`config.mk`:
```
export PLATFORM = sky130hd
export DESIGN_NAME = circular_doubly_linked_list_engine_flat
export DESIGN_NICKNAME = d
export VERILOG_FILES = /design/src/cdll_pkg.sv /design/src/cdll_if.sv /design/src/cdll_ctrl.sv /design/src/cdll_dpath.sv /design/src/circular_doubly_linked_list_engine.sv /design/src/flat_wrapper.sv
export SDC_FILE = /design/constraint.sdc
export NUM_CORES = 2
export LEC_CHECK = 0
export BUFFER_PORTS_ARGS = -buffer_cell sky130_fd_sc_hd__buf_4
export CAP_MARGIN = 20
export CORE_ASPECT_RATIO = 2
export CORE_MARGIN = 1
export CORE_UTILIZATION = 30
export CTS_CLUSTER_SIZE = 28
export DETAILED_ROUTE_END_ITERATION = 6
export PLACE_DENSITY = 0.49
export SLEW_MARGIN = 5
export SYNTH_ARGS = -nofsm -noshare
export SYNTH_HDL_FRONTEND = slang
export SYNTH_SLANG_ARGS = --single-unit
```
`constraint.sdc`:
```
create_clock -name clk_i -period 10.7 [get_ports clk_i]
set_input_delay 2.14 -clock clk_i [delete_from_list [all_inputs] [get_ports clk_i]]
set_output_delay 2.14 -clock clk_i [all_outputs]
set_load 0.05 [all_outputs]
```
`src/cdll_pkg.sv`:
```
`default_nettype none
package cdll_pkg;

  localparam int Capacity = 32;
  localparam int SlotW    = $clog2(Capacity);
  localparam int CountW   = $clog2(Capacity + 1);
  localparam int MaxOut   = 32;

  typedef enum logic [2:0] {
    OP_INS_FRONT = 3'd0,
    OP_INS_BACK  = 3'd1,
    OP_INS_AT    = 3'd2,
    OP_DEL_FRONT = 3'd3,
    OP_DEL_BACK  = 3'd4,
    OP_DEL_AT    = 3'd5,
    OP_DUMP      = 3'd6,
    OP_NOP       = 3'd7
  } op_e;

  typedef enum logic [1:0] {
    ST_OK    = 2'd0,
    ST_EMPTY = 2'd1,
    ST_RANGE = 2'd2,
    ST_FULL  = 2'd3
  } status_e;

  typedef enum logic [2:0] {
    S_IDLE,
    S_WALK,
    S_EXEC,
    S_DUMP,
    S_RESP
  } state_e;

  // Controller to datapath commands.
  typedef struct packed {
    logic load;   // capture a new item
    logic walk;   // advance the cursor one link
    logic exec;   // apply the operation
    logic emit;   // present a dump value
    logic resp;   // present the final status result
  } cmd_t;

  // Datapath to controller status.
  typedef struct packed {
    logic walk_done;  // cursor reached its target
    logic needs_walk; // operation requires a walk
    logic is_dump;    // dump operation with a non empty list
    logic dump_last;  // cursor at the last value to emit
  } stat_t;

endpackage
`default_nettype wire

```
`src/cdll_if.sv`:
```
`default_nettype none
interface cdll_in_if;
  import cdll_pkg::*;
  logic                     valid;
  logic                     ready;
  logic [2:0]               op;
  logic signed [31:0]       item_value;
  logic [5:0]               position;
  modport source (output valid, op, item_value, position, input ready);
  modport sink   (input valid, op, item_value, position, output ready);
endinterface

interface cdll_out_if;
  logic                     valid;
  logic                     ready;
  logic [1:0]               status;
  logic signed [31:0]       out_value;
  logic [5:0]               length;
  logic                     last;
  modport source (output valid, status, out_value, length, last, input ready);
  modport sink   (input valid, status, out_value, length, last, output ready);
endinterface
`default_nettype wire

```
`src/cdll_ctrl.sv`:
```
`default_nettype none
module cdll_ctrl
  import cdll_pkg::*;
(
  input  wire logic clk_i,
  input  wire logic rst_ni,
  input  wire logic in_valid_i,
  output logic      in_ready_o,
  output logic      out_valid_o,
  input  wire logic out_ready_i,
  input  wire stat_t stat_i,
  output cmd_t      cmd_o
);

  state_e state_q, state_d;

  // Next state
  always_comb begin
    state_d = state_q;
    unique case (state_q)
      S_IDLE: if (in_valid_i) state_d = S_WALK;
      S_WALK: begin
        if (stat_i.is_dump) state_d = S_DUMP;
        else if (!stat_i.needs_walk || stat_i.walk_done) state_d = S_EXEC;
      end
      S_EXEC: state_d = S_RESP;
      S_DUMP: if (out_ready_i && stat_i.dump_last) state_d = S_IDLE;
      S_RESP: if (out_ready_i) state_d = S_IDLE;
      default: state_d = S_IDLE;
    endcase
  end

  always_ff @(posedge clk_i or negedge rst_ni) begin
    if (!rst_ni) state_q <= S_IDLE;
    else state_q <= state_d;
  end

  // Outputs
  always_comb begin
    cmd_o       = '0;
    in_ready_o  = 1'b0;
    out_valid_o = 1'b0;
    unique case (state_q)
      S_IDLE: begin
        in_ready_o = 1'b1;
        cmd_o.load = in_valid_i;
      end
      S_WALK: cmd_o.walk = stat_i.needs_walk && !stat_i.walk_done && !stat_i.is_dump;
      S_EXEC: cmd_o.exec = 1'b1;
      S_DUMP: begin
        out_valid_o = 1'b1;
        cmd_o.emit  = out_ready_i;
      end
      S_RESP: begin
        out_valid_o = 1'b1;
        cmd_o.resp  = 1'b1;
      end
      default: ;
    endcase
  end

endmodule
`default_nettype wire

```
`src/cdll_dpath.sv`:
```
`default_nettype none
module cdll_dpath
  import cdll_pkg::*;
(
  input  wire logic               clk_i,
  input  wire logic               rst_ni,
  input  wire cmd_t               cmd_i,
  input  wire logic               dump_state_i,
  input  wire logic [2:0]         op_i,
  input  wire logic signed [31:0] item_value_i,
  input  wire logic [5:0]         position_i,
  output stat_t                   stat_o,
  output logic [1:0]              status_o,
  output logic signed [31:0]      out_value_o,
  output logic [5:0]              length_o,
  output logic                    last_o
);

  // Node pool
  logic [31:0]      val_mem  [Capacity];
  logic [SlotW-1:0] next_mem [Capacity];
  logic [SlotW-1:0] prev_mem [Capacity];

  logic [SlotW-1:0]  head_q, tail_q, cur_q;
  logic [CountW-1:0] count_q, step_q;
  logic [Capacity-1:0] used_q;
  op_e               op_q;
  logic [31:0]       val_q;
  logic [5:0]        pos_q;
  logic [1:0]        status_q;

  // Lowest free slot
  logic [SlotW-1:0] free_slot;
  always_comb begin
    free_slot = '0;
    for (int i = Capacity - 1; i >= 0; i--) begin
      if (!used_q[i]) free_slot = SlotW'(i);
    end
  end

  logic [CountW:0] pos_ext, cnt_ext;
  assign pos_ext = (CountW + 1)'(pos_q);
  assign cnt_ext = (CountW + 1)'(count_q);

  logic empty, full, mid_ins, mid_del, ins_ok_at, del_ok_at;
  assign empty     = (count_q == '0);
  assign full      = (cnt_ext >= (CountW + 1)'(Capacity));
  assign ins_ok_at = !empty && (pos_ext <= cnt_ext) && !full;
  assign del_ok_at = !empty && (pos_ext < cnt_ext);
  assign mid_ins   = (op_q == OP_INS_AT) && ins_ok_at && (pos_q != '0)
                     && (pos_ext != cnt_ext);
  assign mid_del   = (op_q == OP_DEL_AT) && del_ok_at && (pos_q != '0)
                     && (pos_ext != cnt_ext - 1'b1);

  // Walk target: predecessor for insert, node itself for delete
  logic [CountW-1:0] walk_target;
  assign walk_target = mid_ins ? CountW'(pos_q - 6'd1) : CountW'(pos_q);

  assign stat_o.needs_walk = mid_ins || mid_del;
  assign stat_o.walk_done  = (step_q == walk_target);
  assign stat_o.is_dump    = (op_q == OP_DUMP) && !empty;
  assign stat_o.dump_last  = (step_q == count_q - 1'b1)
                             || (step_q == CountW'(MaxOut - 1));

  // Links read combinationally around the cursor, head and tail
  logic [SlotW-1:0] cur_next, cur_prev, head_next, tail_prev;
  assign cur_next  = next_mem[cur_q];
  assign cur_prev  = prev_mem[cur_q];
  assign head_next = next_mem[head_q];
  assign tail_prev = prev_mem[tail_q];

  // Control state
  always_ff @(posedge clk_i or negedge rst_ni) begin
    if (!rst_ni) begin
      head_q   <= '0;
      tail_q   <= '0;
      count_q  <= '0;
      used_q   <= '0;
      cur_q    <= '0;
      step_q   <= '0;
      status_q <= ST_OK;
      op_q     <= OP_NOP;
    end else begin
      if (cmd_i.load) begin
        op_q   <= op_e'(op_i);
        cur_q  <= head_q;
        step_q <= '0;
      end
      if (cmd_i.walk || cmd_i.emit) begin
        cur_q  <= cur_next;
        step_q <= step_q + 1'b1;
      end
      if (cmd_i.exec) begin
        status_q <= ST_OK;
        unique case (op_q)
          OP_INS_FRONT, OP_INS_BACK, OP_INS_AT: begin
            if (op_q == OP_INS_AT && empty)                status_q <= ST_EMPTY;
            else if (op_q == OP_INS_AT && pos_ext > cnt_ext) status_q <= ST_RANGE;
            else if (full)                                 status_q <= ST_FULL;
            else begin
              used_q[free_slot] <= 1'b1;
              count_q <= count_q + 1'b1;
              if (empty) begin
                head_q <= free_slot;
                tail_q <= free_slot;
              end else if (!mid_ins) begin
                if (op_q == OP_INS_FRONT || (op_q == OP_INS_AT && pos_q == '0))
                  head_q <= free_slot;
                else tail_q <= free_slot;
              end
            end
          end
          OP_DEL_FRONT, OP_DEL_BACK, OP_DEL_AT: begin
            if (empty)                                 status_q <= ST_EMPTY;
            else if (op_q == OP_DEL_AT && !del_ok_at)  status_q <= ST_RANGE;
            else begin
              count_q <= count_q - 1'b1;
              if (mid_del) used_q[cur_q] <= 1'b0;
              else if (count_q == CountW'(1)) begin
                used_q[head_q] <= 1'b0;
                head_q <= '0;
                tail_q <= '0;
              end else if (op_q == OP_DEL_FRONT
                           || (op_q == OP_DEL_AT && pos_q == '0)) begin
                used_q[head_q] <= 1'b0;
                head_q <= head_next;
              end else begin
                used_q[tail_q] <= 1'b0;
                tail_q <= tail_prev;
              end
            end
          end
          OP_DUMP: status_q <= ST_EMPTY;
          default: ;
        endcase
      end
    end
  end

  // Pool writes
  always_ff @(posedge clk_i) begin
    if (cmd_i.load) val_q <= item_value_i;
    if (cmd_i.load) pos_q <= position_i;
    if (cmd_i.exec) begin
      unique case (op_q)
        OP_INS_FRONT, OP_INS_BACK, OP_INS_AT: begin
          if ((op_q != OP_INS_AT || ins_ok_at) && !full) begin
            val_mem[free_slot] <= val_q;
            if (empty) begin
              next_mem[free_slot] <= free_slot;
              prev_mem[free_slot] <= free_slot;
            end else if (mid_ins) begin
              next_mem[free_slot] <= cur_next;
              prev_mem[free_slot] <= cur_q;
              prev_mem[cur_next]  <= free_slot;
              next_mem[cur_q]     <= free_slot;
            end else begin
              next_mem[free_slot] <= head_q;
              prev_mem[free_slot] <= tail_q;
              prev_mem[head_q]    <= free_slot;
              next_mem[tail_q]    <= free_slot;
            end
          end
        end
        OP_DEL_FRONT, OP_DEL_BACK, OP_DEL_AT: begin
          if (!empty && (op_q != OP_DEL_AT || del_ok_at) && count_q != CountW'(1)) begin
            if (mid_del) begin
              prev_mem[cur_next] <= cur_prev;
              next_mem[cur_prev] <= cur_next;
            end else if (op_q == OP_DEL_FRONT || (op_q == OP_DEL_AT && pos_q == '0)) begin
              next_mem[tail_q]    <= head_next;
              prev_mem[head_next] <= tail_q;
            end else begin
              prev_mem[head_q]    <= tail_prev;
              next_mem[tail_prev] <= head_q;
            end
          end
        end
        default: ;
      endcase
    end
  end

  // Result fields
  assign status_o    = dump_state_i ? ST_OK : status_q;
  assign out_value_o = dump_state_i ? val_mem[cur_q] : '0;
  assign length_o    = 6'(count_q);
  assign last_o      = dump_state_i ? stat_o.dump_last : 1'b1;

endmodule
`default_nettype wire

```
`src/circular_doubly_linked_list_engine.sv`:
```
`default_nettype none
// Circular doubly linked list engine.
// in_ch (sink): one operation per item: op, item_value, position.
// out_ch (source): results with status, out_value, length, last.
// Every operation yields one result with last set, except dump of a non-empty
// list: one result per stored value from head to tail (up to 32), last marked.
// A new node takes the lowest free slot of a 32 entry pool.
// End inserts and deletes pass from acceptance through the walk and execute
// states to the result. Indexed insert and delete in the middle of the list
// walk the links one per cycle from the head, an insert to the node before
// the position and a delete to the node itself; dump gives one value per
// cycle while the receiver is ready.
// One item is in flight at a time; the next item is accepted after the last
// result of the current one is taken.
// If the receiver stalls, the result holds and the engine waits.
// Reset (rst_ni low, asynchronous) empties the list; pool contents are left
// undefined and never read until written.
module circular_doubly_linked_list_engine
  import cdll_pkg::*;
(
  input  wire logic clk_i,
  input  wire logic rst_ni,
  cdll_in_if.sink   in_ch,
  cdll_out_if.source out_ch
);

  cmd_t  cmd;
  stat_t stat;
  logic  dump_state;

  cdll_ctrl u_ctrl (
    .clk_i      (clk_i),
    .rst_ni     (rst_ni),
    .in_valid_i (in_ch.valid),
    .in_ready_o (in_ch.ready),
    .out_valid_o(out_ch.valid),
    .out_ready_i(out_ch.ready),
    .stat_i     (stat),
    .cmd_o      (cmd)
  );

  // Dump results come from the cursor; others from the status register
  assign dump_state = out_ch.valid && !cmd.resp;

  cdll_dpath u_dpath (
    .clk_i        (clk_i),
    .rst_ni       (rst_ni),
    .cmd_i        (cmd),
    .dump_state_i (dump_state),
    .op_i         (in_ch.op),
    .item_value_i (in_ch.item_value),
    .position_i   (in_ch.position),
    .stat_o       (stat),
    .status_o     (out_ch.status),
    .out_value_o  (out_ch.out_value),
    .length_o     (out_ch.length),
    .last_o       (out_ch.last)
  );

endmodule
`default_nettype wire

```
`src/flat_wrapper.sv`:
```
// flat-port wrapper written by rule: the top's interface ports become plain ports
module circular_doubly_linked_list_engine_flat import cdll_pkg::*;
  (clk_i, rst_ni, in_ch_valid, in_ch_op, in_ch_item_value, in_ch_position, in_ch_ready, out_ch_valid, out_ch_status, out_ch_out_value, out_ch_length, out_ch_last, out_ch_ready);
  cdll_in_if in_ch_i ();
  cdll_out_if out_ch_i ();
  input  wire logic clk_i;
  input  wire logic rst_ni;
  input wire logic [$bits(in_ch_i.valid)-1:0] in_ch_valid;
  input wire logic [$bits(in_ch_i.op)-1:0] in_ch_op;
  input wire logic [$bits(in_ch_i.item_value)-1:0] in_ch_item_value;
  input wire logic [$bits(in_ch_i.position)-1:0] in_ch_position;
  output wire logic [$bits(in_ch_i.ready)-1:0] in_ch_ready;
  output wire logic [$bits(out_ch_i.valid)-1:0] out_ch_valid;
  output wire logic [$bits(out_ch_i.status)-1:0] out_ch_status;
  output wire logic [$bits(out_ch_i.out_value)-1:0] out_ch_out_value;
  output wire logic [$bits(out_ch_i.length)-1:0] out_ch_length;
  output wire logic [$bits(out_ch_i.last)-1:0] out_ch_last;
  input wire logic [$bits(out_ch_i.ready)-1:0] out_ch_ready;
  assign in_ch_i.valid = in_ch_valid;
  assign in_ch_i.op = in_ch_op;
  assign in_ch_i.item_value = in_ch_item_value;
  assign in_ch_i.position = in_ch_position;
  assign in_ch_ready = in_ch_i.ready;
  assign out_ch_valid = out_ch_i.valid;
  assign out_ch_status = out_ch_i.status;
  assign out_ch_out_value = out_ch_i.out_value;
  assign out_ch_length = out_ch_i.length;
  assign out_ch_last = out_ch_i.last;
  assign out_ch_i.ready = out_ch_ready;
  circular_doubly_linked_list_engine u_core (.clk_i(clk_i), .rst_ni(rst_ni), .in_ch(in_ch_i), .out_ch(out_ch_i));
endmodule
```
==> metrics.yaml <==
number_of_global_route_vias_before_repair: 39500
seq_area_frac_synth_pct: 66.3
tritoncts_clock_tree: "done"
worst_clock_skew_ns: 0.0649
gpl.final_weighted_congestion: 0.984
cp_arrival_ns: 4.89
finalCoreUtilization_pct: 34.1
die_area_um2: 219000
global_route.overflow_total: 0
final_layout_size_suffix_gt1_share_pct: 23.4
antenna_left: 0
synth.ff_latch_count: 1449
synthDistinctLibCells: 102
placedCellCount: 6475
ys.warnings.count: 0
post-synth-top-area-fraction_pct: 63.7
groute.usage.overall_pct: 20.5
final_max_slew_viol_count: 0
grt_pass1_wl_um: 316000
syn-num-nets: 3825
cts_num_sinks: 1449
final.fill_count: 20500
row_count: 241
areaGrowthSynthToFinish_pct: 12.8
top_level_ports: 88
detailedPlacementHpwl_um: 143000
type_of_the_setup_path_with_the_least_slack: "reg -> out"
post_layout_nonfiller_instances: 6715
synth_area_leader_cell: "edfxtp_1"
first_pass_iters: 5
totalPowerFinal_mw: 18.7
synth_edf_count: 1382
wire_per_inst_um: 34.1
floorplan.initialDensity_pct: 30.2
worst-path-max-fanout: 76
kind_of_end_point_of_the_critical_path: "output port"
drtIter0Drc: 3426
die_width_um: 331
hold_violations: 0
route.detailed.vias_per_inst: 5.66
worst_setup_path_start_kind: "flip-flop"
cts.repair.resized: 0
finalWirelength_um: 229000
ir_worst_vdd_uv: 174
maxClockFrequency_ghz: 0.142
slew_headroom_pct: 13.2
setup-tns-final_ns: 0
port_buffer_cells: 87
clock-root-buffer: "clkbuf_16"
synthesis.instances: 3769
hp-class: "reg -> reg"
fin_crit_sh_pct: 65.7
core_region_area_um2: 216000
finalHoldWorstSlack_ns: 0.554
cell_area_after_technology_mapping_um2: 65100
clock_latency_ns: 0.81
cts_inserted_buffers: 139
initial_antenna_violation_count: 8
power_leakage_nw: 23.8
layout_min_cycle_time_ns: 7.03
clk_pin_slew_ns: 0.07
cellPowerDensity_nw_per_um2: 255
post-cts-setup-buffers: 0
drcViolationCount: 0
worst-r2r-setup-slack_ns: 4.33
postSynth.asyncResetShare_pct: 4.62
clk_path_buf_depth: 4
rsz_0062_raised_after_global_routing: "false"
yosys_most_used_dff: "edfxtp_1"
tightest_slew_ns: 1.30
max-cap-violations: 0
setup_viol_count_final: 0
cts.htree.levels: 4
timing.critical_path.required_ns: 8.56
design.final.nets: 3882
cts-hold-fix-buffers: 0
routed-via-count: 38000
chipHeight_um: 661
grt_max_degree: 116
syn_avg_cell_area_um2: 17.3
outcome: "completed"
yosys-top-cells-area: "edfxtp_1 64%, mux4_2 13%, mux2i_1 5.9%"
==> synth_stat cells, types with 36 or more instances <==
library cell and number:
edfxtp_1 1382, mux2i_1 383, mux4_2 363, clkbuf_1 141
nand2_1 137, nor2_1 137, a31oi_1 104, o21ai_0 100
a22oi_1 94, o22ai_1 78, buf_2 74, dfrtp_1 64
nor3_1 57, nand3_1 52, a22o_1 38, a221oi_1 36
==> cells by family (layout without fill, tap and decap cells) <==
| kind of cell | count (synthesis) | count (layout) | share of synthesized area [%] |
|---|---|---|---|
| flip-flops | 1449 | 1449 | 66.3 |
| other | 0 | 3 | 0 |
| multiplexers | 775 | 775 | 19.6 |
| AND/OR/NAND/NOR | 595 | 595 | 4.71 |
| buffers and inverters | 319 | 468 | 2.34 |
| adder cells (fa/ha/maj) | 11 | 11 | 0.211 |
| XOR/XNOR | 26 | 26 | 0.371 |
| AO/OA/AOI/OAI | 594 | 594 | 6.47 |
==> path summary, 6_finish.rpt <==
kind	from	endpoint	depth (start not counted)
max in group asynchronous	rst_ni	u_core.u_dpath.cur_q[1]	2
min	u_core.u_dpath.used_q[0]	u_core.u_dpath.used_q[0]	2
min reg2reg	u_core.u_dpath.used_q[0]	u_core.u_dpath.used_q[0]	2
max reg2reg	u_core.u_dpath.op_q[0]	u_core.u_dpath.next_mem[6][1]	10
max	u_core.u_dpath.cur_q[0]	out_ch_out_value[2]	7
min in group asynchronous	rst_ni	u_core.u_dpath.length_o[0]	1
==> critical path, stage by stage, from the launching register on <==
cell and delay [ns]:
dfrtp_4 0.76, buf_12 0.49, buf_4 0.84, mux4_2 0.60
a22o_1 0.24, a221oi_1 0.21, a31oi_1 0.39, buf_4 0.34
==> metal layers <==
| layer | part of all wire (%) | vias up | GRT usage (%) |
|---|---|---|---|
| met3 | 4.6 | 550 | 2.66 |
| met4 | 7.2 | 6 | 13.3 |
| li1 | - | 15600 | - |
| met2 | 54 | 1465 | 38.7 |
| met5 | 0.016 | - | 0 |
| met1 | 34 | 20400 | 21.2 |
==> report_power, final <==
part / internal, mW / leakage [nW] / total [mW] / switching (mW)
clock: 2.60 / 2.06 / 4.79 / 2.19
combinational: 2.34 / 8.36 / 6.62 / 4.27
sequential: 6.80 / 13.3 / 7.32 / 0.517
total: 11.7 / 23.8 / 18.7 / 6.98
==> per-stage QoR <==
stage / worst slack (ns) / cell area, µm²
3_3_place_gp: 4.20 / 69200
6_report: 3.67 / 73500
3_5_place_dp: 4.31 / 69200
5_1_grt: 3.32 / 73500
4_1_cts: 3.49 / 73400
2_1_floorplan: 5.32 / 65100
==> area by class of cell <==
cell class | instances | area (µm²) | area share, %
Sequential cell | 1449 | 43200 | 58.8
Antenna cell | 3 | 7.51 | 0.0102
Timing Repair Buffer | 206 | 1600 | 2.18
Tap cell | 2794 | 3500 | 4.76
Multi-Input combinational cell | 2001 | 20900 | 28.4
Inverter | 29 | 110 | 0.150
Clock buffer | 163 | 3630 | 4.94
Clock inverter | 70 | 542 | 0.738
==> state kept, by name, indices dropped and copies added (netlist names) <==
name,count
u_core.u_ctrl.state_q,3
u_core.u_dpath.cur_q,5
u_core.u_dpath.head_q,5
u_core.u_dpath.length_o,6
u_core.u_dpath.next_mem,160
u_core.u_dpath.op_q,3
u_core.u_dpath.pos_q,6
u_core.u_dpath.prev_mem,160
u_core.u_dpath.status_q,2
u_core.u_dpath.step_q,6
u_core.u_dpath.tail_q,5
u_core.u_dpath.used_q,32
u_core.u_dpath.val_mem,1024
u_core.u_dpath.val_q,32
==> cell usage in the layout, fill, tap and decap left out, types with 28 or more instances in the layout <==
master / n
o22ai_1: 78
nor3_1: 50
o21ai_0: 100
clkbuf_16: 142
nor2_1: 103
mux2i_1: 379
a221oi_1: 36
edfxtp_1: 1382
a22o_1: 38
buf_4: 197
nand2_1: 137
mux4_2: 363
a22oi_1: 94
dfrtp_1: 58
nor2_4: 34
a21oi_1: 28
nand3_1: 52
a31oi_1: 103
(Power assumes the default switching activity.)
